[src/design/assert_macros.svh]
// Assertion macros shared by the I2C EEPROM page access master RTL.
// No dependencies; included by the modules that carry assertions.
`ifndef ASSERT_MACROS_SVH
`define ASSERT_MACROS_SVH

// Checks that a property holds on every rising clock edge outside reset.
`define IEPAM_ASSERT(lbl, clk, rst_n, prop) \
  lbl: assert property (@(posedge clk) disable iff (!rst_n) (prop)) \
    else $error("assertion lbl failed");

// Checks that a condition never holds outside reset.
`define IEPAM_NEVER(lbl, clk, rst_n, cond) \
  `IEPAM_ASSERT(lbl, clk, rst_n, !(cond))

`endif

[src/design/iepam_pkg.sv]
// Shared types and constants of the I2C EEPROM page access master.
// No dependencies; imported by every module of the block.
`default_nettype none

package iepam_pkg;

  localparam int unsigned PageBytes = 128;
  localparam int unsigned PageBits  = $clog2(PageBytes);

  localparam logic [6:0]  DevAddrReset  = 7'd80;
  localparam logic [15:0] HalfReset     = 16'd500;
  localparam logic [23:0] WaitReset     = 24'd500000;

  typedef enum logic [1:0] {
    CFG_DEV_ADDR = 2'd0,
    CFG_HALF     = 2'd1,
    CFG_WAIT     = 2'd2,
    CFG_NONE     = 2'd3
  } cfg_idx_e;

  typedef enum logic [4:0] {
    PH_IDLE, PH_ST_A, PH_ST_B, PH_ST_C, PH_WB_LO, PH_WB_HI, PH_WA_LO,
    PH_WA_HI, PH_WA_TAIL, PH_DATA_WAIT, PH_RB_LO, PH_RB_HI, PH_RA_LO,
    PH_RA_HI, PH_RA_TAIL, PH_SP_A, PH_SP_B, PH_SP_C, PH_WAIT
  } phase_e;

  typedef enum logic [2:0] {
    STEP_DEVW, STEP_ADDRH, STEP_ADDRL, STEP_DATA, STEP_DEVR
  } step_e;

  typedef struct packed {
    logic        start_req;
    logic        mode;
    logic [15:0] start_address;
    logic [15:0] byte_count;
    logic [7:0]  write_data;
    logic        write_data_valid;
    logic        sda_in;
  } tick_t;

  typedef struct packed {
    logic       scl_out;
    logic       sda_out;
    logic       busy_res;
    logic       write_data_taken;
    logic [7:0] read_data;
    logic       read_data_valid;
    logic       ack_error;
    logic       done_res;
  } res_t;

  typedef struct packed {
    logic [6:0]  dev_addr;
    logic [15:0] half_ticks;
    logic [23:0] wait_ticks;
  } cfg_t;

endpackage

`default_nettype wire

[src/design/iepam_in_q.sv]
// Two-entry input queue that accepts ticks on the front side.
// Depends on iepam_pkg and assert_macros.svh.
`default_nettype none
`include "assert_macros.svh"

module iepam_in_q (
  input  wire logic             clk_i,
  input  wire logic             rst_ni,
  input  wire logic             push_i,
  input  wire iepam_pkg::tick_t push_data_i,
  output logic                  full_o,
  input  wire logic             pop_i,
  output logic                  valid_o,
  output iepam_pkg::tick_t      pop_data_o
);
  import iepam_pkg::*;

  tick_t      mem_q [2];
  logic       wr_ptr_q, wr_ptr_d, rd_ptr_q, rd_ptr_d;
  logic [1:0] count_q, count_d;
  logic       do_push, do_pop;

  assign full_o     = (count_q == 2'd2);
  assign valid_o    = (count_q != 2'd0);
  assign pop_data_o = mem_q[rd_ptr_q];
  assign do_push    = push_i && !full_o;
  assign do_pop     = pop_i && valid_o;

  always_comb begin
    wr_ptr_d = wr_ptr_q ^ do_push;
    rd_ptr_d = rd_ptr_q ^ do_pop;
    count_d  = count_q + {1'b0, do_push} - {1'b0, do_pop};
  end

  always_ff @(posedge clk_i or negedge rst_ni) begin
    if (!rst_ni) begin
      wr_ptr_q <= 1'b0;
      rd_ptr_q <= 1'b0;
      count_q  <= 2'd0;
    end else begin
      wr_ptr_q <= wr_ptr_d;
      rd_ptr_q <= rd_ptr_d;
      count_q  <= count_d;
    end
  end

  always_ff @(posedge clk_i) begin
    if (do_push) begin
      mem_q[wr_ptr_q] <= push_data_i;
    end
  end

  `IEPAM_ASSERT(a_in_count_range, clk_i, rst_ni, count_q != 2'd3)
  `IEPAM_ASSERT(a_in_blocked_push, clk_i, rst_ni,
                (push_i && full_o && !pop_i) |=> (count_q == $past(count_q)))

endmodule

`default_nettype wire

[src/design/iepam_engine.sv]
// Back part: the I2C line sequencer, advanced once per queued tick.
// Depends on iepam_pkg and assert_macros.svh.
`default_nettype none
`include "assert_macros.svh"

module iepam_engine (
  input  wire logic             clk_i,
  input  wire logic             rst_ni,
  input  wire iepam_pkg::cfg_t  cfg_i,
  input  wire logic             fire_i,
  input  wire iepam_pkg::tick_t tick_i,
  output iepam_pkg::res_t       res_o
);
  import iepam_pkg::*;

  phase_e      phase_q, phase_d;
  step_e       step_q, step_d;
  logic [3:0]  bit_q, bit_d;
  logic [7:0]  shift_q, shift_d;
  logic [15:0] addr_q, addr_d;
  logic [15:0] left_q, left_d;
  logic [23:0] tc_q, tc_d;
  logic        nack_q, nack_d;
  logic        rmode_q, rmode_d;

  logic [15:0] half_eff;
  logic [23:0] tc_inc, seg_tc;
  logic        seg;
  logic [15:0] addr_inc, left_dec;
  logic [7:0]  rx_byte;

  always_comb begin
    half_eff = (cfg_i.half_ticks == 16'd0) ? 16'd1 : cfg_i.half_ticks;
    tc_inc   = tc_q + 24'd1;
    seg      = (tc_inc >= {8'd0, half_eff});
    seg_tc   = seg ? 24'd0 : tc_inc;
    addr_inc = addr_q + 16'd1;
    left_dec = (left_q != 16'd0) ? (left_q - 16'd1) : 16'd0;
    rx_byte  = {shift_q[6:0], tick_i.sda_in};

    phase_d = phase_q;
    step_d  = step_q;
    bit_d   = bit_q;
    shift_d = shift_q;
    addr_d  = addr_q;
    left_d  = left_q;
    tc_d    = tc_q;
    nack_d  = nack_q;
    rmode_d = rmode_q;

    res_o                  = '0;
    res_o.scl_out          = 1'b1;
    res_o.sda_out          = 1'b1;
    res_o.busy_res         = (phase_q != PH_IDLE);

    unique case (phase_q)
      PH_IDLE: begin
        if (tick_i.start_req) begin
          nack_d  = 1'b0;
          rmode_d = tick_i.mode;
          addr_d  = tick_i.start_address;
          left_d  = tick_i.byte_count;
          tc_d    = 24'd0;
          if (tick_i.byte_count == 16'd0) begin
            res_o.done_res = 1'b1;
          end else begin
            step_d  = STEP_DEVW;
            phase_d = PH_ST_A;
          end
        end
      end
      PH_ST_A: begin
        res_o.scl_out = 1'b0;
        tc_d = seg_tc;
        if (seg) phase_d = PH_ST_B;
      end
      PH_ST_B: begin
        tc_d = seg_tc;
        if (seg) phase_d = PH_ST_C;
      end
      PH_ST_C: begin
        res_o.sda_out = 1'b0;
        tc_d = seg_tc;
        if (seg) begin
          shift_d = {cfg_i.dev_addr, (step_q == STEP_DEVR)};
          bit_d   = 4'd0;
          phase_d = PH_WB_LO;
        end
      end
      PH_WB_LO: begin
        res_o.scl_out = 1'b0;
        res_o.sda_out = shift_q[7];
        tc_d = seg_tc;
        if (seg) phase_d = PH_WB_HI;
      end
      PH_WB_HI: begin
        res_o.sda_out = shift_q[7];
        tc_d = seg_tc;
        if (seg) begin
          shift_d = {shift_q[6:0], 1'b0};
          bit_d   = bit_q + 4'd1;
          phase_d = (bit_q == 4'd7) ? PH_WA_LO : PH_WB_LO;
        end
      end
      PH_WA_LO: begin
        res_o.scl_out = 1'b0;
        tc_d = seg_tc;
        if (seg) phase_d = PH_WA_HI;
      end
      PH_WA_HI: begin
        tc_d = seg_tc;
        if (seg) begin
          if (tick_i.sda_in) nack_d = 1'b1;
          phase_d = PH_WA_TAIL;
        end
      end
      PH_WA_TAIL: begin
        res_o.scl_out = 1'b0;
        tc_d = seg_tc;
        if (seg) begin
          case (step_q)
            STEP_DEVW: begin
              step_d  = STEP_ADDRH;
              shift_d = addr_q[15:8];
              bit_d   = 4'd0;
              phase_d = PH_WB_LO;
            end
            STEP_ADDRH: begin
              step_d  = STEP_ADDRL;
              shift_d = addr_q[7:0];
              bit_d   = 4'd0;
              phase_d = PH_WB_LO;
            end
            STEP_ADDRL: begin
              if (rmode_q) begin
                step_d  = STEP_DEVR;
                phase_d = PH_ST_A;
              end else begin
                step_d  = STEP_DATA;
                phase_d = PH_DATA_WAIT;
              end
            end
            STEP_DATA: begin
              addr_d = addr_inc;
              left_d = left_dec;
              // The burst ends on its last byte or when the address crosses a page boundary.
              if (left_dec == 16'd0 || addr_inc[PageBits-1:0] == '0) begin
                phase_d = PH_SP_A;
              end else begin
                phase_d = PH_DATA_WAIT;
              end
            end
            default: begin
              shift_d = 8'd0;
              bit_d   = 4'd0;
              phase_d = PH_RB_LO;
            end
          endcase
        end
      end
      PH_DATA_WAIT: begin
        res_o.scl_out = 1'b0;
        if (tick_i.write_data_valid) begin
          res_o.write_data_taken = 1'b1;
          tc_d    = 24'd0;
          shift_d = tick_i.write_data;
          bit_d   = 4'd0;
          phase_d = PH_WB_LO;
        end
      end
      PH_RB_LO: begin
        res_o.scl_out = 1'b0;
        tc_d = seg_tc;
        if (seg) phase_d = PH_RB_HI;
      end
      PH_RB_HI: begin
        tc_d = seg_tc;
        if (seg) begin
          shift_d = rx_byte;
          bit_d   = bit_q + 4'd1;
          if (bit_q == 4'd7) begin
            res_o.read_data_valid = 1'b1;
            res_o.read_data       = rx_byte;
            left_d  = left_dec;
            addr_d  = addr_inc;
            phase_d = PH_RA_LO;
          end else begin
            phase_d = PH_RB_LO;
          end
        end
      end
      PH_RA_LO, PH_RA_HI, PH_RA_TAIL: begin
        res_o.scl_out = (phase_q == PH_RA_HI);
        res_o.sda_out = (left_q == 16'd0);
        tc_d = seg_tc;
        if (seg) begin
          if (phase_q == PH_RA_LO) begin
            phase_d = PH_RA_HI;
          end else if (phase_q == PH_RA_HI) begin
            phase_d = PH_RA_TAIL;
          end else if (left_q == 16'd0) begin
            phase_d = PH_SP_A;
          end else begin
            shift_d = 8'd0;
            bit_d   = 4'd0;
            phase_d = PH_RB_LO;
          end
        end
      end
      PH_SP_A: begin
        res_o.scl_out = 1'b0;
        res_o.sda_out = 1'b0;
        tc_d = seg_tc;
        if (seg) phase_d = PH_SP_B;
      end
      PH_SP_B: begin
        res_o.sda_out = 1'b0;
        tc_d = seg_tc;
        if (seg) phase_d = PH_SP_C;
      end
      PH_SP_C, PH_WAIT: begin
        // Both the end of the stop and the write-cycle wait may finish the page.
        tc_d = (phase_q == PH_SP_C) ? seg_tc : tc_inc;
        if ((phase_q == PH_SP_C && seg && cfg_i.wait_ticks == 24'd0) ||
            (phase_q == PH_WAIT && tc_inc >= cfg_i.wait_ticks)) begin
          tc_d = 24'd0;
          if (!rmode_q && left_q != 16'd0) begin
            step_d  = STEP_DEVW;
            phase_d = PH_ST_A;
          end else begin
            phase_d        = PH_IDLE;
            res_o.done_res = 1'b1;
          end
        end else if (phase_q == PH_SP_C && seg) begin
          phase_d = PH_WAIT;
        end
      end
      default: begin
        phase_d = PH_IDLE;
        tc_d    = 24'd0;
      end
    endcase

    res_o.ack_error = nack_d;
  end

  always_ff @(posedge clk_i or negedge rst_ni) begin
    if (!rst_ni) begin
      phase_q <= PH_IDLE;
      step_q  <= STEP_DEVW;
      bit_q   <= 4'd0;
      shift_q <= 8'd0;
      addr_q  <= 16'd0;
      left_q  <= 16'd0;
      tc_q    <= 24'd0;
      nack_q  <= 1'b0;
      rmode_q <= 1'b0;
    end else if (fire_i) begin
      phase_q <= phase_d;
      step_q  <= step_d;
      bit_q   <= bit_d;
      shift_q <= shift_d;
      addr_q  <= addr_d;
      left_q  <= left_d;
      tc_q    <= tc_d;
      nack_q  <= nack_d;
      rmode_q <= rmode_d;
    end
  end

  `IEPAM_NEVER(a_taken_and_done, clk_i, rst_ni,
               fire_i && res_o.write_data_taken && res_o.done_res)
  `IEPAM_ASSERT(a_taken_sends, clk_i, rst_ni,
                (fire_i && res_o.write_data_taken) |=> (phase_q == PH_WB_LO))

endmodule

`default_nettype wire

[src/design/iepam_out_q.sv]
// Two-entry result queue that parts the engine from the result consumer.
// Depends on iepam_pkg.
`default_nettype none

module iepam_out_q (
  input  wire logic            clk_i,
  input  wire logic            rst_ni,
  input  wire logic            push_i,
  input  wire iepam_pkg::res_t push_data_i,
  output logic                 space_o,
  input  wire logic            pop_i,
  output logic                 empty_o,
  output iepam_pkg::res_t      pop_data_o
);
  import iepam_pkg::*;

  res_t       mem_q [2];
  logic       wr_ptr_q, rd_ptr_q;
  logic [1:0] count_q, count_d;
  logic       do_push, do_pop;

  assign space_o    = (count_q != 2'd2);
  assign empty_o    = (count_q == 2'd0);
  assign pop_data_o = mem_q[rd_ptr_q];
  assign do_push    = push_i && space_o;
  assign do_pop     = pop_i && !empty_o;
  assign count_d    = count_q + {1'b0, do_push} - {1'b0, do_pop};

  always_ff @(posedge clk_i or negedge rst_ni) begin
    if (!rst_ni) begin
      wr_ptr_q <= 1'b0;
      rd_ptr_q <= 1'b0;
      count_q  <= 2'd0;
    end else begin
      wr_ptr_q <= wr_ptr_q ^ do_push;
      rd_ptr_q <= rd_ptr_q ^ do_pop;
      count_q  <= count_d;
    end
  end

  always_ff @(posedge clk_i) begin
    if (do_push) begin
      mem_q[wr_ptr_q] <= push_data_i;
    end
  end

endmodule

`default_nettype wire

[src/design/i2c_eeprom_page_access_master_core.sv]
// Top level of the I2C EEPROM page access master.
// Depends on iepam_pkg, iepam_in_q, iepam_engine and iepam_out_q.
`default_nettype none

// Channel   Handshake                  Contents
// input     push / full                one clock tick of host and SDA inputs
// result    pop / empty                SCL, SDA and status produced by that tick
// config    cfg_valid_i / cfg_ready_o  register index and write data
//
// Every queued tick is processed by the line sequencer as it leaves the input queue, so
// the block sustains one item per cycle while the result queue has room; each tick is registered in both queues.
// A two-entry queue on each side lets either neighbor stall without losing items.
// Reset clears both queues and the sequencer and loads the register defaults.
// Configuration writes are always accepted and take effect on the next cycle.

module i2c_eeprom_page_access_master_core (
  input  wire logic        clk_i,
  input  wire logic        rst_ni,
  input  wire logic        push,
  output logic             full,
  input  wire logic        start_req_i,
  input  wire logic        mode_i,
  input  wire logic [15:0] start_address_i,
  input  wire logic [15:0] byte_count_i,
  input  wire logic [7:0]  write_data_i,
  input  wire logic        write_data_valid_i,
  input  wire logic        sda_in_i,
  output logic             empty,
  input  wire logic        pop,
  output logic             scl_out_o,
  output logic             sda_out_o,
  output logic             busy_res_o,
  output logic             write_data_taken_o,
  output logic [7:0]       read_data_o,
  output logic             read_data_valid_o,
  output logic             ack_error_o,
  output logic             done_res_o,
  input  wire logic        cfg_valid_i,
  output logic             cfg_ready_o,
  input  wire logic [1:0]  cfg_index_i,
  input  wire logic [23:0] cfg_data_i
);
  import iepam_pkg::*;

  tick_t    tick_in, tick_q;
  res_t     res, res_out;
  cfg_t     cfg_q;
  logic     tick_valid, out_space, fire;
  cfg_idx_e cfg_idx;

  assign tick_in = '{start_req: start_req_i, mode: mode_i,
                     start_address: start_address_i, byte_count: byte_count_i,
                     write_data: write_data_i, write_data_valid: write_data_valid_i,
                     sda_in: sda_in_i};

  // The engine advances whenever a tick is queued and its result has room.
  assign fire        = tick_valid && out_space;
  assign cfg_ready_o = 1'b1;
  assign cfg_idx     = cfg_idx_e'(cfg_index_i);

  always_ff @(posedge clk_i or negedge rst_ni) begin
    if (!rst_ni) begin
      cfg_q <= '{dev_addr: DevAddrReset, half_ticks: HalfReset, wait_ticks: WaitReset};
    end else if (cfg_valid_i) begin
      unique case (cfg_idx)
        CFG_DEV_ADDR: cfg_q.dev_addr   <= cfg_data_i[6:0];
        CFG_HALF:     cfg_q.half_ticks <= cfg_data_i[15:0];
        CFG_WAIT:     cfg_q.wait_ticks <= cfg_data_i;
        default:      cfg_q            <= cfg_q;
      endcase
    end
  end

  iepam_in_q u_in_q (
    .clk_i       (clk_i),
    .rst_ni      (rst_ni),
    .push_i      (push),
    .push_data_i (tick_in),
    .full_o      (full),
    .pop_i       (fire),
    .valid_o     (tick_valid),
    .pop_data_o  (tick_q)
  );

  iepam_engine u_engine (
    .clk_i  (clk_i),
    .rst_ni (rst_ni),
    .cfg_i  (cfg_q),
    .fire_i (fire),
    .tick_i (tick_q),
    .res_o  (res)
  );

  iepam_out_q u_out_q (
    .clk_i       (clk_i),
    .rst_ni      (rst_ni),
    .push_i      (fire),
    .push_data_i (res),
    .space_o     (out_space),
    .pop_i       (pop),
    .empty_o     (empty),
    .pop_data_o  (res_out)
  );

  assign scl_out_o          = res_out.scl_out;
  assign sda_out_o          = res_out.sda_out;
  assign busy_res_o         = res_out.busy_res;
  assign write_data_taken_o = res_out.write_data_taken;
  assign read_data_o        = res_out.read_data;
  assign read_data_valid_o  = res_out.read_data_valid;
  assign ack_error_o        = res_out.ack_error;
  assign done_res_o         = res_out.done_res;

endmodule

`default_nettype wire

[config.mk]
export PLATFORM = sky130hd
export DESIGN_NAME = i2c_eeprom_page_access_master_core
export DESIGN_NICKNAME = d
export VERILOG_FILES = /design/src/design/iepam_pkg.sv /design/src/design/iepam_in_q.sv /design/src/design/iepam_engine.sv /design/src/design/iepam_out_q.sv /design/src/design/i2c_eeprom_page_access_master_core.sv
export VERILOG_INCLUDE_DIRS = /design/src /design/src/design
export SDC_FILE = /design/constraint.sdc
export NUM_CORES = 1
export LEC_CHECK = 0
export BUFFER_PORTS_ARGS = -buffer_cell sky130_fd_sc_hd__buf_2
export CAP_MARGIN = 20
export CORE_ASPECT_RATIO = 0.6
export CORE_MARGIN = 2
export CORE_UTILIZATION = 46
export CTS_CLUSTER_DIAMETER = 60
export DETAILED_ROUTE_END_ITERATION = 8
export GPL_ROUTABILITY_DRIVEN = 0
export HOLD_SLACK_MARGIN = 0.05
export PLACE_DENSITY_LB_ADDON = 0.15
export SYNTH_ARGS = -nofsm -noshare
export SYNTH_HDL_FRONTEND = slang
export SYNTH_SLANG_ARGS = --single-unit
export TNS_END_PERCENT = 50
[constraint.sdc]
create_clock -name clk_i -period 8.4 [get_ports clk_i]
set_clock_uncertainty 0.1 [all_clocks]
set_input_delay 1.68 -clock clk_i [delete_from_list [all_inputs] [get_ports clk_i]]
set_output_delay 1.68 -clock clk_i [all_outputs]
set_load 0.02 [all_outputs]
# After elaboration in Yosys (flattened, before gate mapping)
# Memory sizes are Yosys's and may differ from the RTL's.
# Cells that the tools add are included.
[totals] ff_bits=133 latchBits=0 ramBits=118 mem_bits_ro=0 input_bits=75 output_inout_bits=18 n_memories=2
[op_classes] add_sub_neg=8 n_mul=0 div_mod_pow=0 magnitude_cmp=2 n_eq_ne=54 shifts=0 n_mux=97 bitwise=4 n_reduce_logical=50
[memory_table] memory="u_in_q.mem_q" words=2 word_bits=44 read_ports=1 rd_clocked_by_memory_dff=0 write_ports=1 line="iepam_in_q.sv:18" rtl="tick_t mem_q [2];"
[memory_table] memory="u_out_q.mem_q" words=2 word_bits=15 read_ports=1 rd_clocked_by_memory_dff=0 write_ports=1 line="iepam_out_q.sv:17" rtl="res_t mem_q [2];"
[ops] op="$mux W16" count=12
[ops] op="$mux W24" count=5
[ops] op="$pmux W16 S3" count=2
[ops] op="$pmux W24 S4" count=1
[ops] op="$mux W5" count=19
[ops] op="$pmux W5 S16" count=1
[ops] op="$mux W8" count=9
[ops] op="$logic_not A16 Y1" count=4
[ops] op="$pmux W8 S6" count=1
[ops] op="$eq A5 B4 Y1 const B" count=8
[ops] op="$mux W4" count=10
[ops] op="$ne A2 B1 Y1 const B" count=17
[ops] op="$mux W3" count=10
[ops] op="$mux W9" count=3
[ops] op="$add A24 B1 Y24 const B" count=1
[ops] op="$ge A24 B16 Y1" count=1
[ops] op="$ge A24 B24 Y1" count=1
[ops] op="$logic_not A24 Y1" count=1
[ops] op="$pmux W8 S3" count=1
[ops] op="$eq A5 B3 Y1 const B" count=4
[ops] op="$pmux W4 S5" count=1
[ops] op="$ne A2 B2 Y1 const B" count=9
[ops] op="$pmux W3 S3" count=2
[ops] op="$reduce_and A18 Y1" count=1
[ops] op="other kinds (44)" count=91

# Logic depth before layout (Yosys ltp)
[depth] depth_word=8 depth_mapped=19 ltp_nobuf=18

# Cells and area by module
# From an unflattened synthesis, not the netlist that was laid out.
[hier_totals] cells_unflattened=1192 hier_area_um2=13440.4
[by_module_without_submodules] mod="iepam_engine" instances=1 cells_per_inst=862 area_each_um2=6706.4 seq_area_each_um2=1951.9
[by_module_without_submodules] mod="iepam_in_q" instances=1 cells_per_inst=157 area_each_um2=3597.2 seq_area_each_um2=2742.6
[by_module_without_submodules] mod="i2c_eeprom_page_access_master_core" instances=1 cells_per_inst=103 area_each_um2=1823.0 seq_area_each_um2=1194.9
[by_module_without_submodules] mod="iepam_out_q" instances=1 cells_per_inst=70 area_each_um2=1313.8 seq_area_each_um2=1001.0

# Worst setup path after synthesis
# Ideal clock, no wire load.
[synth_path] path_kind="register to register" start="register u_engine.tc_q[0]" end="register u_engine.tc_q[5]" setup_time_ns=0.064 t_arrival_ns=3.808 required_ns=8.236 path_slack_ns=4.428 stages_incl_launch_ff=20 n_path_buf=1 period_less_slack_ns=3.972 cell_sequence="dfrtp_1 -> ha_1 -> and3_1 -> nand2b_1 -> or3_1 -> inv_1 -> and3_1 -> xnor2_1 -> inv_1 -> ha_1 -> nand4_1 -> nor3_1 -> a221oi_1 -> a21boi_0 -> nand2_1 -> or3_1 -> a21boi_4 -> buf_6 -> nor4b_2 -> a21o_1"
[synth_via] elab_chain_len=7
[synth_rtl] item="from (decl)" line="iepam_engine.sv:22" rtl="logic [23:0] tc_q, tc_d;"
[synth_rtl] item="from (signal assigned)" line="iepam_engine.sv:265" rtl="tc_q <= tc_d;"
[synth_rtl] item="$add A24 B1 Y24 (*)" line="iepam_engine.sv:34" rtl="tc_inc = tc_q + 24'd1;"
[synth_rtl] item="$ge A24 B16 Y1" line="iepam_engine.sv:35" rtl="seg = (tc_inc >= {8'd0, half_eff});"
[synth_rtl] item="$logic_and A1 B1 Y1 (2 in series)" line="iepam_engine.sv:224" rtl="if ((phase_q == PH_SP_C && seg && cfg_i.wait_ticks == 24'd0) ||"
[synth_rtl] item="$logic_or A1 B1 Y1" line="iepam_engine.sv:224"
[synth_rtl] item="$mux W24" line="iepam_engine.sv:224"
[synth_rtl] item="$pmux W24 S4 (*)" line="iepam_engine.sv:56" rtl="unique case (phase_q)"
# Every way passes the cells marked *; elsewhere a longest branch is shown, timed or not.
# A chain may end at the register's enable or synchronous reset.

# Worst setup path after layout
[layout_path] start="register u_engine.tc_q[0]" end="register u_engine.tc_q[0]"
# Same word-level chain as after synthesis.

==> run metrics <==
status complete, no violations; GRT overflow 0; Worst EP arrival 5.19 ns; antenna violations before repair 0; WL/cell 20.2 µm; I/O Buffers 91; Post-Place Cells 1638; drt first pass iters 6; Crit path required time 8.73 ns; EDFF count, synth 118; Cell Chain, Critical Path ha_1, nand3_1, nor2_1, nand3_1, nor2_1, xnor2_1, inv_1, ha_1, nand4_1, nor3_1, and4_1, a21boi_0, nand2_1, or3_1, a21boi_4, nor2_4, mux2_2; worst min path class flip-flop to flip-flop; htree depth 1; syn nets 1346; # rows 48; total CTS buffers 25; synth unique cells 79; final core occ 52.2%; die area 0.0303 mm²; max layer used met4; TritonCTS Sinks 251; Worst Path Buf+Inv 1; routed length on met3 3.13 mm; Yosys top cell area share 26.7%; pwr dens 330 mW/mm²; cell taking the most area after synthesis edfxtp_1; Top FF cell, synth edfxtp_1; Overall Power 0.00493 W; Skew-Pair Late Insertion Delay 0.55 ns; final setup TNS 0 ns; Slew Limit Fails 0; final wirelength 34.0 mm; core area 0.0286 mm²; crit-path max FO 25; Netlist Area Pre-Place 0.0133 mm²; Worst setup EP type flip-flop; CP Class flip-flop to flip-flop; Worst-Margin Slew 1.02 ns; ANT nets after route 0; sequential share of the synthesized area 51.8%; period utilisation layout 57.8%; Hold Fails Final Rpt 0; met1 WL 18.2 mm; final worst slack 3.54 ns; LEAKAGE 6.22 nW; crit-path max cell delay 0.67 ns; share of layout cells above drive strength 1 20.3%; Nets 1421; Relative slew margins 32.0%; Peak VDD IR 0.000161 V; CTS Hold Bufs 0; Final setup viols 0; syn_area_per_cell 10.9 µm²; DR iter-0 viols 948; Largest delay share family, worst path simple AND/OR/NAND/NOR gates; global-route wire length before repair 53.2 mm; Max Cap Violations 0; DR vias/cell 5.90; synth-to-layout area growth 12.3%; CTS Buffer Depth 3; RSZ-0062 raised after global routing false; Slowest-stage cell, CP a21boi_4; HPWL after DPL 24.5 mm; largest net degree at the start of global routing 68; Remaining DRCs 0; Post-Layout Cell Count 1687; Mapped Cells 1218; root buf cell clkbuf_16; Top Ports 93; Min Clock Period, post-route 4.86 ns; Reg clk slew, reported paths 0.06 ns; critical path startpoint category flip-flop; vias 9945; top post-synthesis cells by area edfxtp_1 27%, dfrtp_1 22%, mux2_2 7.2%; share of synthesized registers carrying an async set or reset 53.0%; ANT cells 0; Die H 136 µm; Post-CTS Setup Bufs 0; Initial Util 46.5%; post-place setup slack 3.45 ns; Peak Freq 206 MHz; die width 223 µm; Overall Global Routing Usage 22.6%; vias in the first global route 8999; PostCTS Resize Cnt 0; Synth Warn # 0; CTS tree done; met2 routed wirelength 12.3 mm; number of synthesized register bits 251
[sequential cells by signal, indices dropped and copies added (netlist names), 3 cells and up]
name / flops
u_in_q.mem_q: 88
cfg_q: 47
u_out_q.mem_q: 30
u_engine.tc_q: 24
u_engine.addr_q: 16
u_engine.left_q: 16
u_engine.shift_q: 8
u_engine.phase_q: 5
u_engine.bit_q: 4
u_engine.step_q: 3
[path summary, 6_finish.rpt]
| kind | startpoint | endpoint | slack (ns) | cells after the start |
|---|---|---|---|---|
| worst max-delay path | u_engine.tc_q[0]$_DFFE_PN0P_ | u_engine.tc_q[0]$_DFFE_PN0P_ | 3.54 | 17 |
| worst min-delay path | u_engine.bit_q[3]$_DFFE_PN0P_ | u_engine.bit_q[3]$_DFFE_PN0P_ | 0.40 | 1 |
| worst max register to register | u_engine.tc_q[0]$_DFFE_PN0P_ | u_engine.tc_q[0]$_DFFE_PN0P_ | 3.54 | 17 |
| worst min register to register | u_engine.bit_q[3]$_DFFE_PN0P_ | u_engine.bit_q[3]$_DFFE_PN0P_ | 0.40 | 1 |
| max in group asynchronous | rst_ni | u_in_q.rd_ptr_q$_DFF_PN0_ | 5.70 | 2 |
| min in group asynchronous | rst_ni | cfg_q[9]$_DFFE_PN0P_ | 1.02 | 1 |
[stage by stage]
stage / instance area, µm² / hold slack [ns]
CTS: 14900 / 0.395
finish: 14900 / 0.398
global placement: 14100 / 0.380
detailed placement: 14100 / 0.386
global route: 14900 / 0.414
floorplan: 13300 / 0.358
[cell families (layout without fill, tap and decap cells)]
group | Yosys count | in the layout | share of synthesized area, %
flops | 251 | 251 | 51.8
other cells | 1 | 1 | 0.0282
simple gates | 336 | 336 | 13.1
buf+inv | 132 | 226 | 4.02
mux | 117 | 117 | 9.61
compound gates | 295 | 295 | 14.3
fa+ha+maj | 53 | 53 | 4.99
xor+xnor | 33 | 33 | 2.17
[metal layers]
| metal | vias up | global-route usage, % |
|---|---|---|
| met1 | 4822 | 38.7 |
| met4 | 0 | 3.59 |
| met2 | 395 | 27.5 |
| met5 | - | 0 |
| met3 | 35 | 5.77 |
| li1 | 4693 | - |
[cells in the mapped netlist, types with 4 or more instances]
| cell type | n |
|---|---|
| nand3_1 | 21 |
| nand2b_1 | 8 |
| xnor2_1 | 23 |
| nand2_1 | 84 |
| nor2_1 | 87 |
| buf_2 | 10 |
| clkbuf_1 | 39 |
| o21ai_0 | 90 |
| nor4_1 | 20 |
| dfstp_2 | 15 |
| or4_1 | 6 |
| o21a_1 | 4 |
| nand3b_1 | 5 |
| a31oi_1 | 12 |
| a22o_1 | 17 |
| a211oi_1 | 12 |
| or3_1 | 7 |
| inv_1 | 73 |
| and2_1 | 11 |
| mux2i_1 | 32 |
| and3_1 | 15 |
| a221oi_1 | 9 |
| dfrtp_1 | 118 |
| xor2_1 | 10 |
| o22ai_1 | 18 |
| a21oi_1 | 67 |
| edfxtp_1 | 118 |
| ha_1 | 53 |
| a21o_1 | 5 |
| nor2b_1 | 11 |
| nand4_1 | 18 |
| o221ai_1 | 4 |
| a22oi_1 | 5 |
| o31ai_1 | 14 |
| nor3_1 | 24 |
| mux2_2 | 85 |
[final cells by class]
type                    instances  area, µm²
well taps                     375        469
clock buffers                  30        654
flip-flops and latches        251       6890
inverters                      75        282
clock inverters                16        188
fillers                      2552      13700
repair buffers                105        572
multi-input cells             835       5880
[power breakdown]
part | internal, W | total, W | switching [W]
logic | 0.000661 | 0.00173 | 0.00107
registers | 0.00169 | 0.00204 | 0.000344
clock network | 0.000679 | 0.00117 | 0.000489
[placed cells by master, fill, tap and decap left out, drive strengths merged, types with 14 or more instances in the layout]
cell type / n
a21oi: 68
a22o: 17
and3: 15
buf: 105
clkbuf: 30
dfrtp: 118
dfstp: 15
edfxtp: 118
ha: 53
inv: 75
mux2: 85
mux2i: 32
nand2: 84
nand3: 21
nand4: 21
nor2: 88
nor3: 25
nor4: 24
o21ai: 92
o22ai: 18
o31ai: 14
xnor2: 23
No activity file was read; power rests on OpenSTA's default activity.
